$ cat src/rtl/cpa_pkg.sv
package cpa_pkg;

  localparam int NLANE  = 32;
  localparam int ROUNDS = 10;
  localparam int AW     = 5;

  typedef logic [127:0] blk_t;
  typedef logic [NLANE-1:0][127:0] lanes_t;

  // Register indexes on the configuration port.
  localparam logic [1:0] REG_KEY_HIGH = 2'd0;
  localparam logic [1:0] REG_KEY_LOW  = 2'd1;
  localparam logic [1:0] REG_PAD_HIGH = 2'd2;
  localparam logic [1:0] REG_PAD_LOW  = 2'd3;

  localparam logic [7:0] SBOX [256] = '{
    8'h63,8'h7c,8'h77,8'h7b,8'hf2,8'h6b,8'h6f,8'hc5,8'h30,8'h01,8'h67,8'h2b,8'hfe,8'hd7,8'hab,8'h76,
    8'hca,8'h82,8'hc9,8'h7d,8'hfa,8'h59,8'h47,8'hf0,8'had,8'hd4,8'ha2,8'haf,8'h9c,8'ha4,8'h72,8'hc0,
    8'hb7,8'hfd,8'h93,8'h26,8'h36,8'h3f,8'hf7,8'hcc,8'h34,8'ha5,8'he5,8'hf1,8'h71,8'hd8,8'h31,8'h15,
    8'h04,8'hc7,8'h23,8'hc3,8'h18,8'h96,8'h05,8'h9a,8'h07,8'h12,8'h80,8'he2,8'heb,8'h27,8'hb2,8'h75,
    8'h09,8'h83,8'h2c,8'h1a,8'h1b,8'h6e,8'h5a,8'ha0,8'h52,8'h3b,8'hd6,8'hb3,8'h29,8'he3,8'h2f,8'h84,
    8'h53,8'hd1,8'h00,8'hed,8'h20,8'hfc,8'hb1,8'h5b,8'h6a,8'hcb,8'hbe,8'h39,8'h4a,8'h4c,8'h58,8'hcf,
    8'hd0,8'hef,8'haa,8'hfb,8'h43,8'h4d,8'h33,8'h85,8'h45,8'hf9,8'h02,8'h7f,8'h50,8'h3c,8'h9f,8'ha8,
    8'h51,8'ha3,8'h40,8'h8f,8'h92,8'h9d,8'h38,8'hf5,8'hbc,8'hb6,8'hda,8'h21,8'h10,8'hff,8'hf3,8'hd2,
    8'hcd,8'h0c,8'h13,8'hec,8'h5f,8'h97,8'h44,8'h17,8'hc4,8'ha7,8'h7e,8'h3d,8'h64,8'h5d,8'h19,8'h73,
    8'h60,8'h81,8'h4f,8'hdc,8'h22,8'h2a,8'h90,8'h88,8'h46,8'hee,8'hb8,8'h14,8'hde,8'h5e,8'h0b,8'hdb,
    8'he0,8'h32,8'h3a,8'h0a,8'h49,8'h06,8'h24,8'h5c,8'hc2,8'hd3,8'hac,8'h62,8'h91,8'h95,8'he4,8'h79,
    8'he7,8'hc8,8'h37,8'h6d,8'h8d,8'hd5,8'h4e,8'ha9,8'h6c,8'h56,8'hf4,8'hea,8'h65,8'h7a,8'hae,8'h08,
    8'hba,8'h78,8'h25,8'h2e,8'h1c,8'ha6,8'hb4,8'hc6,8'he8,8'hdd,8'h74,8'h1f,8'h4b,8'hbd,8'h8b,8'h8a,
    8'h70,8'h3e,8'hb5,8'h66,8'h48,8'h03,8'hf6,8'h0e,8'h61,8'h35,8'h57,8'hb9,8'h86,8'hc1,8'h1d,8'h9e,
    8'he1,8'hf8,8'h98,8'h11,8'h69,8'hd9,8'h8e,8'h94,8'h9b,8'h1e,8'h87,8'he9,8'hce,8'h55,8'h28,8'hdf,
    8'h8c,8'ha1,8'h89,8'h0d,8'hbf,8'he6,8'h42,8'h68,8'h41,8'h99,8'h2d,8'h0f,8'hb0,8'h54,8'hbb,8'h16
  };

  localparam logic [7:0] RCON [ROUNDS] = '{
    8'h01,8'h02,8'h04,8'h08,8'h10,8'h20,8'h40,8'h80,8'h1b,8'h36
  };

  function automatic logic [7:0] xtime(input logic [7:0] x);
    return {x[6:0], 1'b0} ^ (x[7] ? 8'h1b : 8'h00);
  endfunction

  // SubBytes and ShiftRows; byte i of the state sits at bits 127-8i.
  function automatic blk_t sub_shift(input blk_t s);
    blk_t t;
    for (int c = 0; c < 4; c++) begin
      for (int i = 0; i < 4; i++) begin
        t[127-8*(i+4*c) -: 8] = SBOX[s[127-8*(i+4*((c+i)%4)) -: 8]];
      end
    end
    return t;
  endfunction

  function automatic blk_t mix_columns(input blk_t s);
    blk_t t;
    logic [7:0] a0, a1, a2, a3, all;
    for (int c = 0; c < 4; c++) begin
      a0  = s[127-32*c -: 8];
      a1  = s[119-32*c -: 8];
      a2  = s[111-32*c -: 8];
      a3  = s[103-32*c -: 8];
      all = a0 ^ a1 ^ a2 ^ a3;
      t[127-32*c -: 8] = a0 ^ all ^ xtime(a0 ^ a1);
      t[119-32*c -: 8] = a1 ^ all ^ xtime(a1 ^ a2);
      t[111-32*c -: 8] = a2 ^ all ^ xtime(a2 ^ a3);
      t[103-32*c -: 8] = a3 ^ all ^ xtime(a3 ^ a0);
    end
    return t;
  endfunction

  // One step of the key schedule: the next round key from the previous one.
  function automatic blk_t key_step(input blk_t rk, input logic [7:0] rc);
    logic [31:0] w0, w1, w2, w3, t;
    w0 = rk[127:96];
    w1 = rk[95:64];
    w2 = rk[63:32];
    w3 = rk[31:0];
    t  = {SBOX[w3[23:16]] ^ rc, SBOX[w3[15:8]], SBOX[w3[7:0]], SBOX[w3[31:24]]};
    w0 = w0 ^ t;
    w1 = w1 ^ w0;
    w2 = w2 ^ w1;
    w3 = w3 ^ w2;
    return {w0, w1, w2, w3};
  endfunction

endpackage

$ cat src/rtl/cpa_apb_regs.sv
module cpa_apb_regs (
  input  logic                     clk,
  input  logic                     rst,
  input  logic                     psel,
  input  logic                     penable,
  input  logic                     pwrite,
  input  logic [cpa_pkg::AW-1:0]   paddr,
  input  logic [63:0]              pwdata,
  output logic [63:0]              prdata,
  output logic                     pready,
  output cpa_pkg::blk_t            key,
  output cpa_pkg::blk_t            pad
);

  logic [63:0] key_high, key_low, pad_high, pad_low;
  logic [1:0]  idx;

  assign idx    = paddr[cpa_pkg::AW-1:3];
  assign pready = 1'b1;
  assign key    = {key_high, key_low};
  assign pad    = {pad_high, pad_low};

  // Register writes complete in the access phase.
  always_ff @(posedge clk) begin
    if (rst) begin
      key_high <= '0;
      key_low  <= '0;
      pad_high <= '0;
      pad_low  <= '0;
    end else if (psel && penable && pwrite) begin
      case (idx)
        cpa_pkg::REG_KEY_HIGH: key_high <= pwdata;
        cpa_pkg::REG_KEY_LOW:  key_low  <= pwdata;
        cpa_pkg::REG_PAD_HIGH: pad_high <= pwdata;
        cpa_pkg::REG_PAD_LOW:  pad_low  <= pwdata;
        default: ;
      endcase
    end
  end

  // Read-back multiplexer.
  always_comb begin
    case (idx)
      cpa_pkg::REG_KEY_HIGH: prdata = key_high;
      cpa_pkg::REG_KEY_LOW:  prdata = key_low;
      cpa_pkg::REG_PAD_HIGH: prdata = pad_high;
      cpa_pkg::REG_PAD_LOW:  prdata = pad_low;
      default:               prdata = '0;
    endcase
  end

endmodule

$ cat config.mk
export PLATFORM = sky130hd
export DESIGN_NAME = cpa_apb_regs
export DESIGN_NICKNAME = d
export VERILOG_FILES = /design/src/rtl/cpa_pkg.sv /design/src/rtl/cpa_apb_regs.sv
export SDC_FILE = /design/constraint.sdc
export NUM_CORES = 1
export LEC_CHECK = 0
export BUFFER_PORTS_ARGS = -buffer_cell sky130_fd_sc_hd__buf_2
export CORE_AREA = 4 4 147 184
export CTS_BUF_LIST = sky130_fd_sc_hd__clkbuf_2
export DETAILED_ROUTE_END_ITERATION = 12
export DIE_AREA = 0 0 151 188
export MAX_ROUTING_LAYER = met4
export PLACE_DENSITY = 0.79
export SLEW_MARGIN = 10
export SYNTH_ARGS = -nofsm -noshare
export SYNTH_HDL_FRONTEND = slang
export SYNTH_SLANG_ARGS = --single-unit
$ cat constraint.sdc
create_clock -name clk -period 0.9 [get_ports clk]
set_input_delay 0 -clock clk [delete_from_list [all_inputs] [get_ports clk]]
set_output_delay 0 -clock clk [all_outputs]
set_load 0.02 [all_outputs]
### After elaboration in Yosys (flattened, before gate mapping)

Index checks and enable logic that the tools add are counted.
W data, S select, Z words.

* equal/unequal tests: 3
* mux-type cells: 1
* reduce and logical (&&, ||, !) cells: 7

Operators by type and width (number)
* $pmux W64 S4: 1
* $reduce_and A2 Y1: 4
* $eq A2 B2 Y1 const B: 2
* $eq A2 B1 Y1 const B: 1
* $logic_and A1 B1 Y1: 2
* $logic_not A2 Y1: 1

* bits in registers: 256
* input bits: 74
* output and inout port bits: 321
* word-level logic and storage cells: 15

### Longest topological paths before layout

Gate-level depths: netlist of run 1.

* depth in word-level cells: 3
* depth in mapped cells: 6
* depth with buffers taken out: 3

### Least setup slack after synthesis of run 1

OpenSTA, ideal clock, no wires.

* path type: input -> output
* start: in paddr[3] in the netlist's numbering
* end: out prdata[34]
* data arrival time: 987 ps
* data required time: 900 ps
* slack: -87 ps
* cell stages on the path: 4
* buffers on the path: 3
* cells stage by stage: buf_6 buf_6 buf_6 mux4_2

* word-level cells in the longest chain between the ends: 2
* elaborated cells on any way between the ends: 5
* those cells by class: eq/ne (3); mux (1); reduce/logical (1)

RTL lines
* start: declaration: RTL line cpa_apb_regs.sv:7 `input logic [cpa_pkg::AW-1:0] paddr,`
* $eq A2 B2 Y1, or another cell as far along: RTL line cpa_apb_regs.sv:43 `case (idx)`
* $pmux W64 S4 *: RTL line cpa_apb_regs.sv:43
* end: declaration: RTL line cpa_apb_regs.sv:9 `output logic [63:0] prdata,`

Every way passes the cells marked *; elsewhere a longest branch is shown, timed or not.

### Worst setup path after layout of run 1

* start: reg pad_low[9]
* end: out prdata[9]

* word-level cells in the longest chain between the ends: 1

RTL lines
* start: declaration: RTL line cpa_apb_regs.sv:15 `logic [63:0] key_high, key_low, pad_high, pad_low;`
* start signal: assignment: RTL line cpa_apb_regs.sv:35 `cpa_pkg::REG_PAD_LOW: pad_low <= pwdata;`
* $pmux W64 S4: RTL line cpa_apb_regs.sv:43

No other way between the ends.

==> results of run 1 <==
==> worst max-delay path: stages, from the launching register on <==
cell and delay, ps:
dfxtp_2 360, mux4_2 600, buf_6 180
==> timing repair <==
action	CTS	global route
pin swaps	0	1
endpoints found under the setup margin	320	576
hold endpoints to repair	256	253
setup buffers	32	223
resized for setup	1034	195
gates cloned	0	7
hold buffers	75	2
==> path summary, 6_finish.rpt <==
path,startpoint,endpoint,cells past startpoint
setup reg to reg,key_high[38],key_high[38],4
hold / removal,pwrite,key_high[1],5
hold reg to reg,key_low[18],key_low[18],2
setup / recovery,pad_low[9],prdata[9],2
==> cell usage in the layout, fill, tap and decap left out, drive strengths merged, types with 3 or more instances in the layout <==
cell	instances
buf	822
clkbuf	100
clkinv	4
dfxtp	256
diode	3
dlygate4sd3	71
dlymetal6s4s	3
mux2i	256
mux4	64
nand2b	320
==> sequential cells by signal (all words and copies together) (netlist names) <==
signal    count
key_high     64
pad_high     64
pad_low      64
key_low      64
==> synthesized netlist by cell type <==
cell | number | area, µm²
and3_1 | 1 | 6.26
buf_2 | 11 | 55.1
buf_4 | 12 | 90.1
buf_6 | 23 | 259
clkbuf_1 | 34 | 128
conb_1 | 1 | 3.75
dfxtp_1 | 256 | 5120
mux2i_1 | 256 | 2560
mux4_2 | 64 | 1440
nand2b_1 | 320 | 2000
nand3_1 | 2 | 10.0
nand3b_1 | 2 | 15.0
nor3_1 | 1 | 5.00
nor3b_2 | 1 | 12.5
or3_4 | 1 | 11.3
==> through the flow <==
stage | area [µm²] | hold WS [ps]
6_report | 22200 | -181
5_1_grt | 22200 | -245
4_1_cts | 20800 | 6.38
3_5_place_dp | 16300 | 348
3_3_place_gp | 16300 | 336
2_1_floorplan | 11900 | 213
==> layer usage <==
metal	global-route usage, %	vias up	routed length (µm)	part of all wire, %
met4	30.5	0	6860	11
li1	-	5212	-	-
met3	9.72	474	4970	7.9
met1	35.8	6269	19800	31
met5	-	-	0	0
met2	66.2	935	31500	50
==> power by group <==
part,switching [mW],internal [mW]
Sequential,0.135,11.5
Combinational,1.62,1.81
Clock,5.66,3.27
Total,7.42,16.6
==> cell type report <==
| class | count | share of cell area, % |
|---|---|---|
| well taps | 335 | 1.89 |
| flip-flops and latches | 256 | 24.6 |
| diodes | 3 | 0.0338 |
| clock buffers | 93 | 2.10 |
| repair buffers | 904 | 42.8 |
| multi-input cells | 649 | 28.2 |
| clock inverters | 9 | 0.411 |
==> cells by family (layout without fill, tap and decap cells) <==
group	count (synthesis)	after routing	synth area share [%]
simple gates	328	328	17.6
flops	256	256	43.7
other cells	1	4	0.0320
buf+inv	80	1006	4.53
mux	320	320	34.1
==> flow_summary.yaml, run 1 <==
grt:
  grt_overflow: 0
  grt_pass1_wl_um: 81300
  grt_max_degree: 65
  antenna_found_initial: 3
  first_global_vias: 13800
  track_usage_pct: 38.6
sta:
  setup_viol: 576
  hold_slack_ps: -181
  tightest_slew_ps: 1050
  min_period_ps: 2030
  fmax_mhz: 493
  relSlewSlack_pct: 29.6
  fin_tns_setup_ps: -303950
  hold_viol_final: 41
  rsz0062_at_grt: "true"
  setup_slack_ps: -1130
  fin_skew_ps: 0
  maxSlewViolCount: 0
  fin_crit_sh_pct: 225
floorplan:
  start_util_pct: 46.5
  die_area_mm2: 0.0284
  fp.dieH_um: 188
  core_area_mm2: 0.0252
  die_w_um: 151
  rows: 65
  io_pins: 395
critical_path:
  arrival_ps: 2030
  required_ps: 900
  critical_path_class: "flop to primary output"
  cp-end-kind: "primary output"
  cp-start-kind: "flop"
  worstPathMaxFanout: 2
  reg2reg_setup_slack_ps: -180
synthesis:
  synthesis.area_mm2: 0.0117
  ys_types: 15
  syn_avg_cell_area_um2: 11.9
  synth_fp_nets: 1059
  synth_seq_cells: 256
  ys_warn_count: 0
  ys_seq_area_share_pct: 43.7
  syn_inst: 985
cts:
  clk_pin_slew_worst_paths_ps: 110
  cts_tree: "done"
  cts_inserted_buffers: 66
  htreeDepth: 3
  cts_root_buf: "clkbuf_2"
  clock_latency_ps: 850
  cts_buffer_depth: 3
  cts.sinks: 256
placed_design:
  port_buffers: 390
  pre_cts_ws_ps: -366
  hpwl_um: 27300
  place_inst: 1940
  place_congestion: 0.885
power:
  p_per_area_mw_per_mm2: 1080
  p_leak_nw: 10.9
  ir_drop_v: 0.00121
  power_mw: 24.0
cells_and_area:
  drive_gt1_share_pct: 66.7
  multiInputGateArea_mm2: 0.00626
  regArea_mm2: 0.00546
  instances_no_fill: 2249
  final_core_util_pct: 88.1
  final_nets: 1951
  num-fill-cells: 937
  area_delta_synth_final_pct: 89.4
routing:
  route.vias.total: 12900
  detail-route-antenna-nets: 0
  avgViaCountPerCell: 5.73
  routedWlPerCell_um: 28.0
  drc_errors: 0
  drt_iter0_markers: 728
  drt-pass1-iter-count: 5
  routed_wirelength_um: 63100
outcome:
  status: "finished, violations left"
  violations: "negative hold slack, negative setup slack"
job:
  cap_violations: 0
hold_path:
  worstHoldPathType: "input port to flop"
Power figures use the tool's default switching activity.
==> inputs of run 2 (changes only) <==
==> config.mk (replaced) <==
export PLATFORM = sky130hd
export DESIGN_NAME = cpa_apb_regs
export DESIGN_NICKNAME = d
export VERILOG_FILES = /design/src/rtl/cpa_pkg.sv /design/src/rtl/cpa_apb_regs.sv
export SDC_FILE = /design/constraint.sdc
export NUM_CORES = 1
export LEC_CHECK = 0
export CORE_AREA = 4 4 149 151
export CTS_BUF_LIST = sky130_fd_sc_hd__clkbuf_2
export DETAILED_ROUTE_END_ITERATION = 12
export DIE_AREA = 0 0 153 155
export DONT_BUFFER_PORTS = 1
export MAX_ROUTING_LAYER = met4
export PLACE_DENSITY = 0.76
export SLEW_MARGIN = 10
export SYNTH_ARGS = -nofsm -noshare
export SYNTH_HDL_FRONTEND = slang
export SYNTH_SLANG_ARGS = --single-unit
==> run 2 against run 1 <==
Against the previous run:
- the flow still finishes with violations (negative hold slack, negative setup slack)
- die area shrank 16%
- clock skew is the same
- final cell count shrank 22%
- combinational power shrank 36%
- non-clock buffer count shrank 440
- clock-buffer cell count shrank 2
- hold slack lost 480 ps
- first-iteration DRC count grew 5.9%
- global-route usage shrank 8.8 points
- flip-flop and latch count is the same
- via count shrank 21%
- critical path depth shrank 1
- critical path type unchanged
- largest power group unchanged
==> flow_summary.yaml, run 2 (synthesis results as in run 1) <==
outcome:
  status: "finished, violations left"
  violations: "negative hold slack, negative setup slack"
grt:
  grt_max_degree: 321
  antenna_found_initial: 3
  grt_pass1_wl_um: 54900
  first_global_vias: 9696
  track_usage_pct: 29.8
  grt_overflow: 0
cts:
  cts_root_buf: "clkbuf_2"
  htreeDepth: 3
  cts_inserted_buffers: 67
  clock_latency_ps: 840
  cts_buffer_depth: 3
  cts_tree: "done"
  clk_pin_slew_worst_paths_ps: 140
  cts.sinks: 256
routing:
  drc_errors: 0
  drt_iter0_markers: 771
  avgViaCountPerCell: 5.84
  routedWlPerCell_um: 25.9
  routed_wirelength_um: 45400
  route.vias.total: 10200
  detail-route-antenna-nets: 0
  drt-pass1-iter-count: 4
floorplan:
  io_pins: 395
  die_area_mm2: 0.0237
  core_area_mm2: 0.0208
  rows: 53
  fp.dieH_um: 155
  die_w_um: 153
  start_util_pct: 56.3
sta:
  rsz0062_at_grt: "true"
  fin_skew_ps: 0
  fin_crit_sh_pct: 201
  maxSlewViolCount: 0
  setup_slack_ps: -912
  relSlewSlack_pct: 62.8
  hold_viol_final: 256
  min_period_ps: 1810
  fin_tns_setup_ps: -154970
  hold_slack_ps: -664
  fmax_mhz: 552
  tightest_slew_ps: 558
  setup_viol: 330
critical_path:
  cp-end-kind: "primary output"
  cp_slowest_cell: "mux4_2"
  required_ps: 900
  cp_top_family: "multiplexers"
  crit_chain: "mux4_2"
  cp_num_buf_inv: 0
  cp-start-kind: "flop"
  critical_path_class: "flop to primary output"
  arrival_ps: 1810
  slowest_delay_ps: 580
  worstPathMaxFanout: 2
power:
  swShare_pct: 27.5
  p_per_area_mw_per_mm2: 1270
  seq_power_share_pct: 51.7
  p_leak_nw: 8.16
  internal_power_mw: 16.3
  p_sw_mw: 6.17
  ir_drop_v: 0.00121
  power_frac_clock_pct: 38.5
  combPwrFrac_pct: 9.8
placed_design:
  place_congestion: 0.844
  pre_cts_ws_ps: -239
  placed_cell_area_mm2: 0.0140
  hpwl_um: 23200
  port_buffers: 0
cells_and_area:
  final_common_cell: "buf_6"
  multiInputGateArea_mm2: 0.00609
  final_nets: 1512
  drive_gt1_share_pct: 52.5
  area_delta_synth_final_pct: 50.4
  stdcell_area_mm2: 0.0176
  num-fill-cells: 894
  final_cell_mix: "buf_6 (328), nand2b_1 (320), mux2i_1 (256), dfxtp_2 (256), dlygate4sd3_1 (112)"
  final_core_util_pct: 84.7
  regArea_mm2: 0.00545
job:
  cap_violations: 0
hold_path:
  worstHoldPathType: "input port to flop"
-- run 2: metal layers --
layer | wire length [µm] | up-vias | GRT usage, %
li1 | - | 4366 | -
met1 | 14900 | 5022 | 30.8
met2 | 23300 | 665 | 51.5
met3 | 4670 | 185 | 11.4
met4 | 2530 | 0 | 11.5
met5 | 0 | - | -
-- run 2: power by group through the flow --
stage,clock network (mW),registers [mW],logic [mW]
floorplan,0,12.0,1.19
finish,8.64,11.6,2.21
global route,9.23,11.6,2.29
detailed placement,0,11.8,1.54
global placement,0,11.8,1.52
CTS,8.32,11.6,1.65
-- run 2: final timing paths --
kind,cells past startpoint,slack (ps),endpoint,from
worst max-delay path,1,-910,prdata[7],pad_low[7]
worst min-delay path,2,-660,key_high[1],rst
worst max register to register,5,-130,pad_low[48],pad_low[48]
worst min register to register,3,610,key_high[1],key_high[1]
-- run 2: area by class of cell --
cell class,instances,area share (%)
tap,275,1.95
sequential,256,30.9
timing repair buffer,464,29.3
clock inverter,14,0.759
clock buffer,91,2.58
antenna,3,0.0426
multi-input combinational,649,34.5
-- run 2: per-stage QoR --
step                      power [mW]  std cells  hold slack [ps]
final                           22.5       1752             -664
after global routing            23.1       1752             -721
after CTS                       21.5       1577             -716
after detailed placement        13.3       1462              202
after global placement          13.3       1462              191
after floorplan                 13.2        985              213
-- run 2: timing repair --
action                                  in CTS  in global routing
setup buffers                                8                 68
gates resized for setup                    412                 70
hold buffers                                 2                110
pin swaps                                    0                  0
endpoints found under the setup margin     320                320
endpoints found under the hold margin      256                256
